### src/swoc_pkg.sv
// Shared constants and types for the sliding window outcome counter.
// No dependencies; imported by the top level.
`default_nettype none
package swoc_pkg;
	localparam int MAX_WINDOW_DEF = 1024;
	localparam int LEN_W          = 11;
	localparam int TALLY_W        = 11;
	localparam int FRAC_W         = 16;
	localparam int RATE_W         = FRAC_W + 1;
	localparam int IN_TDATA_W     = 8;
	localparam int OUT_FIELDS_W   = 2 * TALLY_W + 2 + RATE_W;
	localparam int OUT_TDATA_W    = ((OUT_FIELDS_W + 7) / 8) * 8;

	typedef enum logic {
		OP_RECORD = 1'b0,
		OP_CLEAR  = 1'b1
	} op_t;
endpackage
`default_nettype wire

### src/swoc_ram.sv
// Generic single-write, single-read synchronous RAM with registered read data.
// No dependencies.
`default_nettype none
module swoc_ram #(
	parameter int WIDTH = 1,
	parameter int DEPTH = 1024,
	parameter int ADDR_W = (DEPTH > 1) ? $clog2(DEPTH) : 1
) (
	input  wire logic              clk,
	input  wire logic              we,
	input  wire logic [ADDR_W-1:0] waddr,
	input  wire logic [WIDTH-1:0]  wdata,
	input  wire logic [ADDR_W-1:0] raddr,
	output logic      [WIDTH-1:0]  rdata
);
	logic [WIDTH-1:0] mem [DEPTH];

	always_ff @(posedge clk) begin
		if (we) begin
			mem[waddr] <= wdata;
		end
		rdata <= mem[raddr];
	end
endmodule
`default_nettype wire

### src/sliding_window_outcome_counter.sv
// Sliding window pass/fail counter: ring of outcome bits in RAM, tallies and
// a radix-2 divider for the pass rate. Depends on swoc_pkg and swoc_ram.
//
// Each request on the slave stream (tuser = op: record or clear, tdata bit 0 =
// outcome) yields one result on the master stream holding the pass and fail
// tallies of the last window_length outcomes, full and empty flags and the pass
// rate as truncated unsigned Q1.16 (0 when the window is empty). For a record
// request the ring RAM read is issued at the accepting edge, then ST_UPD does
// the tally update and write-back, ST_DIV runs the bit-per-cycle restoring
// divider, and ST_FIN loads the output register. A clear request skips ST_UPD.
// The block takes a new request only in idle, so not while one is in flight;
// ST_FIN holds the result back while the previous one still waits for the
// sink. A write on cfg_wen sets window_length (zero is ignored, values above
// MAX_WINDOW are clamped) and clears the tallies and the cursor; write it only
// while no request is in flight.
`default_nettype none
module sliding_window_outcome_counter
	import swoc_pkg::*;
#(
	parameter int MAX_WINDOW = MAX_WINDOW_DEF
) (
	input  wire logic                   clk,
	input  wire logic                   arst_n,
	input  wire logic                   s_axis_tvalid,
	output logic                        s_axis_tready,
	input  wire logic [IN_TDATA_W-1:0]  s_axis_tdata,  // [0] outcome, rest zero
	input  wire logic [0:0]             s_axis_tuser,  // [0] op
	output logic                        m_axis_tvalid,
	input  wire logic                   m_axis_tready,
	// [10:0] pass_tally, [21:11] fail_tally, [22] window_full,
	// [23] window_empty, [40:24] pass_rate, rest zero
	output logic      [OUT_TDATA_W-1:0] m_axis_tdata,
	input  wire logic                   cfg_wen,
	input  wire logic [LEN_W-1:0]       cfg_wdata
);
	localparam int CNT_W  = $clog2(MAX_WINDOW + 1);
	localparam int CUR_W  = $clog2(MAX_WINDOW);
	localparam int EXT_W  = (CNT_W > LEN_W) ? CNT_W : LEN_W;
	localparam int STEP_W = $clog2(RATE_W);
	localparam logic [EXT_W-1:0] MAX_EXT = EXT_W'(MAX_WINDOW);
	localparam logic [CNT_W-1:0] MAX_CNT = CNT_W'(MAX_WINDOW);

	typedef enum logic [1:0] {
		ST_IDLE,
		ST_UPD,
		ST_DIV,
		ST_FIN
	} state_t;

	state_t              state_q;
	logic [CNT_W-1:0]    len_q;
	logic [CUR_W-1:0]    cursor_q;
	logic [CNT_W-1:0]    pass_q;
	logic [CNT_W-1:0]    fail_q;
	logic                outcome_q;
	logic [CNT_W:0]      rem_q;
	logic [RATE_W-1:0]   quo_q;
	logic [STEP_W-1:0]   step_q;
	logic                out_valid_q;
	logic [OUT_TDATA_W-1:0] out_data_q;

	logic                in_acc;
	logic [CNT_W-1:0]    pos_ext;
	logic [CNT_W-1:0]    pos_next;
	logic [CUR_W-1:0]    pos;
	logic                old_bit;
	logic [CNT_W-1:0]    total;
	logic                is_full;
	logic [CNT_W-1:0]    pass_n;
	logic [CNT_W-1:0]    fail_n;
	logic [CNT_W:0]      rem_diff;
	logic                quo_bit;
	logic [EXT_W-1:0]    cfg_ext;
	logic [EXT_W-1:0]    cfg_clamped;
	logic [EXT_W-1:0]    pass_ext;
	logic [EXT_W-1:0]    fail_ext;
	logic [RATE_W-1:0]   rate;
	logic [OUT_FIELDS_W-1:0] fields;

	assign s_axis_tready = (state_q == ST_IDLE);
	assign in_acc        = s_axis_tvalid && s_axis_tready;
	assign m_axis_tvalid = out_valid_q;
	assign m_axis_tdata  = out_data_q;

	// Guard a cursor that somehow sits past the ring.
	always_comb begin
		pos_ext = CNT_W'(cursor_q);
		if (pos_ext >= MAX_CNT) begin
			pos_ext = '0;
		end
		pos      = pos_ext[CUR_W-1:0];
		pos_next = pos_ext + CNT_W'(1);
		if (pos_next == len_q) begin
			pos_next = '0;
		end
	end

	swoc_ram #(
		.WIDTH(1),
		.DEPTH(MAX_WINDOW),
		.ADDR_W(CUR_W)
	) u_ring (
		.clk  (clk),
		.we   (state_q == ST_UPD),
		.waddr(pos),
		.wdata(outcome_q),
		.raddr(pos),
		.rdata(old_bit)
	);

	assign total   = pass_q + fail_q;
	assign is_full = (total == len_q);

	// Tally update: grow while filling, move one count when a full window flips.
	always_comb begin
		pass_n = pass_q;
		fail_n = fail_q;
		if (!is_full) begin
			if (outcome_q) begin
				pass_n = pass_q + CNT_W'(1);
			end else begin
				fail_n = fail_q + CNT_W'(1);
			end
		end else if (old_bit != outcome_q) begin
			if (outcome_q) begin
				pass_n = pass_q + CNT_W'(1);
				fail_n = fail_q - CNT_W'(1);
			end else begin
				pass_n = pass_q - CNT_W'(1);
				fail_n = fail_q + CNT_W'(1);
			end
		end
	end

	assign rem_diff = rem_q - {1'b0, total};
	assign quo_bit  = (rem_q >= {1'b0, total});

	always_comb begin
		cfg_ext     = EXT_W'(cfg_wdata);
		cfg_clamped = (cfg_ext > MAX_EXT) ? MAX_EXT : cfg_ext;
		pass_ext    = EXT_W'(pass_q);
		fail_ext    = EXT_W'(fail_q);
		rate        = (total == '0) ? '0 : quo_q;
		fields      = {rate, (total == '0), is_full,
			fail_ext[TALLY_W-1:0], pass_ext[TALLY_W-1:0]};
	end

	always_ff @(posedge clk or negedge arst_n) begin
		if (!arst_n) begin
			state_q     <= ST_IDLE;
			len_q       <= MAX_CNT;
			cursor_q    <= '0;
			pass_q      <= '0;
			fail_q      <= '0;
			out_valid_q <= 1'b0;
		end else begin
			// ST_FIN either reloads the output register or leaves it untouched
			if (out_valid_q && m_axis_tready && (state_q != ST_FIN)) begin
				out_valid_q <= 1'b0;
			end
			if (cfg_wen && (cfg_wdata != '0)) begin
				len_q    <= cfg_clamped[CNT_W-1:0];
				cursor_q <= '0;
				pass_q   <= '0;
				fail_q   <= '0;
			end
			case (state_q)
				ST_IDLE: begin
					if (in_acc) begin
						outcome_q <= s_axis_tdata[0];
						if (op_t'(s_axis_tuser[0]) == OP_CLEAR) begin
							cursor_q <= '0;
							pass_q   <= '0;
							fail_q   <= '0;
							rem_q    <= '0;
							step_q   <= STEP_W'(RATE_W - 1);
							state_q  <= ST_DIV;
						end else begin
							state_q <= ST_UPD;
						end
					end
				end
				ST_UPD: begin
					pass_q   <= pass_n;
					fail_q   <= fail_n;
					cursor_q <= pos_next[CUR_W-1:0];
					rem_q    <= {1'b0, pass_n};
					step_q   <= STEP_W'(RATE_W - 1);
					state_q  <= ST_DIV;
				end
				ST_DIV: begin
					// Remainder stays below the divisor, so the shift cannot overflow.
					if (quo_bit) begin
						rem_q <= {rem_diff[CNT_W-1:0], 1'b0};
					end else begin
						rem_q <= {rem_q[CNT_W-1:0], 1'b0};
					end
					quo_q <= {quo_q[RATE_W-2:0], quo_bit};
					if (step_q == '0) begin
						state_q <= ST_FIN;
					end else begin
						step_q <= step_q - STEP_W'(1);
					end
				end
				ST_FIN: begin
					// Hold until the previous result has left the output register.
					if (!out_valid_q || m_axis_tready) begin
						out_data_q  <= OUT_TDATA_W'(fields);
						out_valid_q <= 1'b1;
						state_q     <= ST_IDLE;
					end
				end
				default: begin
					state_q <= ST_IDLE;
				end
			endcase
		end
	end
endmodule
`default_nettype wire

### config.mk
export PLATFORM = sky130hd
export DESIGN_NAME = sliding_window_outcome_counter
export DESIGN_NICKNAME = d
export VERILOG_FILES = /design/src/swoc_pkg.sv /design/src/swoc_ram.sv /design/src/sliding_window_outcome_counter.sv
export SDC_FILE = /design/constraint.sdc
export NUM_CORES = 2
export LEC_CHECK = 0
export BUFFER_PORTS_ARGS = -buffer_cell sky130_fd_sc_hd__buf_2
export CORE_ASPECT_RATIO = 1.2
export CORE_MARGIN = 2
export CORE_UTILIZATION = 45
export DETAILED_ROUTE_END_ITERATION = 16
export PLACE_DENSITY = 0.66
export SLEW_MARGIN = 15
export SYNTH_ARGS = -nofsm -noshare
export SYNTH_HDL_FRONTEND = slang
export SYNTH_SLANG_ARGS = --single-unit
export TNS_END_PERCENT = 100
### constraint.sdc
create_clock -name clk -period 15.5 [get_ports clk]
set_input_delay 1.55 -clock clk [delete_from_list [all_inputs] [get_ports clk]]
set_output_delay 1.55 -clock clk [all_outputs]
set_load 0.005 [all_outputs]
## Word level (Yosys, flattened, before mapping)

Memory sizes are Yosys's and may differ from the RTL's. A register that Yosys moved wholly into a read port is not among the register bits.
Index checks and enable logic that the tools add are counted.

- $add $sub $neg: 8
- $mul: 0
- Divide/modulo/power cells: 0
- $lt $le $gt $ge: 2
- Eq/ne operators: 14
- Shift-type cells: 0
- Multiplexer cells: 40
- Bitwise gates (word level): 0
- Reductions and logical operators: 18

Operators with widths:

| kind | count |
|---|---|
| 11-bit two-way mux | 15 |
| 11-bit one-hot mux with 2 select lines | 2 |
| 10-bit two-way mux | 4 |
| 12-bit two-way mux | 3 |
| 12-bit one-hot mux with 3 select lines | 1 |
| 11-bit by 1-bit adder with 11-bit output, second input constant | 2 |
| 11-bit equality test | 2 |
| 11-bit by 1-bit subtractor with 11-bit output, second input constant | 2 |
| 10-bit one-hot mux with 2 select lines | 1 |
| 5-bit two-way mux | 3 |
| 5-bit one-hot mux with 3 select lines | 1 |
| 12-bit by 11-bit greater-or-equal comparator with 1-bit output | 1 |
| 10-bit by 1-bit adder with 11-bit output, second input constant | 1 |
| 11-bit adder | 1 |
| 11-bit > comparator, second input constant | 1 |
| 11-bit logical NOT | 1 |
| 11-bit nonzero test | 1 |
| 11-bit subtractor | 1 |
| 3-bit AND reduction | 3 |
| 2-bit two-way mux | 4 |
| 2-bit inequality test, second input constant | 4 |
| 2-bit one-hot mux with 4 select lines | 1 |
| 3-bit inequality test, second input constant | 2 |
| 5-bit logical NOT | 1 |
| other kinds (14) | 24 |

- Flip-flop bits (word level): 122
- Latch bits: 0
- Bits in writable memories: 1024
- Memory bits (read-only): 0
- Input bits: 25
- Output and inout bits: 50
- Logic and storage cells: 95
- Memories kept: 1

Memory list:

| name | depth | width | rd ports | clocked after Yosys merged registers in | wr ports | RTL line | source |
|---|---|---|---|---|---|---|---|
| u_ring.mem | 1024 | 1 | 1 | 1 | 1 | swoc_ram.sv:16 | `logic [WIDTH-1:0] mem [DEPTH];` |

## Logic depth before layout (Yosys ltp)

- Depth in word-level cells: 6
- Depth in mapped cells: 21
- Depth with buffers taken out: 19

## Modules after synthesis

A second synthesis with hierarchy kept.

- Cells, all modules: 3874
- Area, all modules: 52238.9 um^2

Modules (own cells, without submodules):

| module | instances | cells each | area each (um^2) | sequential area each (um^2) |
|---|---|---|---|---|
| swoc_ram | 1 | 3112 | 44656.6 | 30769.5 |
| sliding_window_outcome_counter | 1 | 762 | 7582.3 | 3434.5 |

## Worst setup path after synthesis

No wires, ideal clock.

- Path type: register to register
- From: register outcome_q
- To: memory u_ring.mem[0], data pin
- Setup time: 2.677 ns
- Arrival time: 12.049 ns
- Required time: 12.823 ns
- Path slack: 0.773 ns
- Cell stages (with the launch flop): 1
- Buffers on the path: 0
- Clock period less this slack: 14.727 ns
- Cell sequence: edfxtp_1

RTL lines:

| element | RTL line | source |
|---|---|---|
| start, declared | sliding_window_outcome_counter.sv:55 | `logic outcome_q;` |
| start signal, assigned | sliding_window_outcome_counter.sv:170 | `outcome_q <= s_axis_tdata[0];` |
| end, declared | swoc_ram.sv:16 |  |

Straight into the memory's write port.

==> out/metrics.yaml <==
grt_max_degree: 136
end_kind: "flip-flop"
h-tree-depth: 3
irDropWorstVdd_uv: 141
avgViaCountPerCell: 6.00
leakage_nw: 16.8
num_rows: 135
fmax_ghz: 0.188
clock_skew_ns: 0.0428
pwr-share-clk_pct: 33.0
ant_nets: 0
finalSetupViolations: 0
hold_ws_ns: 0.442
dp.cells: 4986
first_pass_iters: 6
num_vias: 31084
synth-edff-count: 1100
hold_violations: 0
gp_congestion: 0.824
ys_seq_elements: 1147
ios: 75
worst_pin_slew_ns: 1.19
fp.coreArea_um2: 113000
cap_violations: 0
die-area_um2: 117000
antenna_cells: 0
antenna_found_initial: 0
grt.overflow.total: 0
synth_top_area_share_pct: 64.5
utilization_pct: 50.0
design_area_um2: 56400
worst-path-max-fanout: 42
finalCriticalPeriod_ns: 5.31
drive_gt1_share_pct: 16.9
routed_wl_mm: 132
start_kind: "flip-flop"
postSynthAreaPerCell_um2: 13.9
tns_ns: 0
rsz0062_at_grt: "no"
nNetsFinal: 3653
switchingPower_w: 0.00226
synth_cell_types: 92
initial_utilization_pct: 45.4
dp_hpwl_mm: 70.8
cts_setup_buffers: 0
cts_buffers: 109
die_w_um: 312
required_ns: 16.10
path_clk_slew_ns: 0.07
clock_sinks: 1147
finalCritPeriodShare_pct: 34.3
syn_to_final_growth_pct: 10.1
track_usage_pct: 22.3
hp-class: "reg -> reg"
maxSlewViolCount: 0
intPower_w: 0.00589
netlist_area_um2: 51200
layoutNonFillerInstCount: 5181
grt_pass1_vias: 30202
powerDensity_nw_per_um2: 145
yosysTopAreaCell: "edfxtp_1"
yosysSeqAreaShare_pct: 66.8
drtIter0Drc: 3962
grt_pass1_wl_mm: 194
outcome: "completed"
p_comb_share_pct: 22.2
ctsRootBufferMaster: "clkbuf_16"
clock_latency_ns: 0.74
sw_frac_of_total_pct: 27.7
ys.flop_type: "edfxtp_1"
power_frac_seq_pct: 44.8
crit_type: "reg -> reg"
ctsResizeCount: 0
synth_cells: 3678
tritoncts: "yes"
crit_arrival_ns: 5.91
wl_per_cell_um: 25.4
ys_warn_count: 0
route.detailed.drc: 0
holdBufCountCts: 0
yosys-top-cells-area: "edfxtp_1, mux4_2, nor2_1"
slew_headroom_pct: 20.7
port-buffer-count: 60
dpl-instance-area_um2: 52800
cts.path.max_buffers: 3
die-height_um: 374
async_flop_share_pct: 4.01
## power groups by stage
| stage | Combinational, W | Clock, W | Sequential [W] |
|---|---|---|---|
| after global placement | 0.00181 | 0 | 0.00372 |
| after CTS | 0.00183 | 0.00273 | 0.00365 |
| after floorplan | 0.00144 | 0 | 0.00373 |
| after global routing | 0.00198 | 0.00283 | 0.00366 |
| after detailed placement | 0.00183 | 0 | 0.00372 |
| final | 0.00181 | 0.00269 | 0.00365 |
## cell usage after synthesis (18+ instances only)
library cell and n:
o21ai_0 45, nand3_1 43, and3_1 22, nor3_1 27, a31oi_1 18, mux2i_1 20, a221oi_1 18, clkbuf_1 263
a22oi_1 95, nor2_1 1083, nand4_1 35, buf_2 40, mux4_2 257, a22o_1 19, dfrtp_1 45, xnor2_1 24
ha_1 35, inv_1 32, nand2_1 129, a21oi_1 36, buf_1 26, edfxtp_1 1100, and2_1 28
## cell usage in the layout, fill, tap and decap left out, drive strengths merged, types with 37 or more instances in the layout
master  count
buf       138
dfrtp      45
inv        37
a22oi      95
edfxtp   1100
clkinv     41
o21ai      48
mux4      257
clkbuf    134
nor2     1084
nand2     129
nand3      43
## worst paths after layout
| check | from | end | slack, ns | cells after the start |
|---|---|---|---|---|
| min in group asynchronous | arst_n | len_q[5] | 1.02 | 2 |
| worst min register to register | quo_q[5] | quo_q[6] | 0.44 | 0 |
| max in group asynchronous | arst_n | cursor_q[1] | 13.95 | 2 |
| worst max-delay path | cursor_q[0] | u_ring.rdata | 10.19 | 11 |
| worst max register to register | cursor_q[0] | u_ring.rdata | 10.19 | 11 |
| worst min-delay path | quo_q[5] | quo_q[6] | 0.44 | 0 |
## layer usage
metal	routed length [µm]	vias to the layer above	part of all wire [%]	track usage [%]
met2	66300	1377	50	38.2
li1	-	13409	-	-
met4	4600	0	3.5	8.38
met5	0	-	0	0
met1	50100	16044	38	29.3
met3	10600	254	8.1	2.75
## metrics by stage
| stage | total power, W | setup WS [ns] |
|---|---|---|
| 6_report | 0.00815 | 10.19 |
| 5_1_grt | 0.00847 | 9.74 |
| 3_3_place_gp | 0.00553 | 10.08 |
| 4_1_cts | 0.00821 | 10.07 |
| 2_1_floorplan | 0.00517 | 0.773 |
| 3_5_place_dp | 0.00554 | 10.06 |
## area by class of cell
| cell class | count | area [µm²] |
|---|---|---|
| inverter | 33 | 124 |
| clock buffer | 134 | 2820 |
| multi-input combinational | 2162 | 15700 |
| clock inverter | 60 | 721 |
| fill | 9569 | 56400 |
| timing repair buffer | 138 | 938 |
| sequential | 1147 | 34200 |
| tap | 1507 | 1890 |
## kinds of logic (layout without fill, tap and decap cells)
logic type / count (synthesis) / after routing / share of synthesized area, %
other: 1 / 7 / 0.00732
and+or+nand+nor: 1475 / 1475 / 12.2
buffers and inverters: 375 / 365 / 2.98
adders and majority gates: 39 / 39 / 0.972
muxes: 282 / 282 / 11.8
xor gates and xnor gates: 45 / 45 / 0.852
DFF: 1147 / 1147 / 66.8
AOI/OAI and AO/OA: 314 / 314 / 4.46
## critical path, cell delays in order, from the launching register on
cell      delay (ns)
dfrtp_4         0.90
buf_4           0.76
buf_4           0.65
buf_4           0.70
mux4_2          0.59
a22o_1          0.26
a221oi_1        0.25
nand4_1         0.19
o211ai_1        0.22
a31oi_1         0.16
a22oi_1         0.25
nand3_1         0.13
## flip-flops by register name (all words and copies together) (netlist names)
name and flops:
u_ring.mem 1024, rem_q 12, pass_ext 11, u_ring.rdata 1, step_q 5, len_q 11, m_axis_tdata 41, m_axis_tvalid 1
outcome_q 1, quo_q 17, state_q 2, fail_ext 11, cursor_q 10
Note: power is estimated with default switching activity, not from simulation.
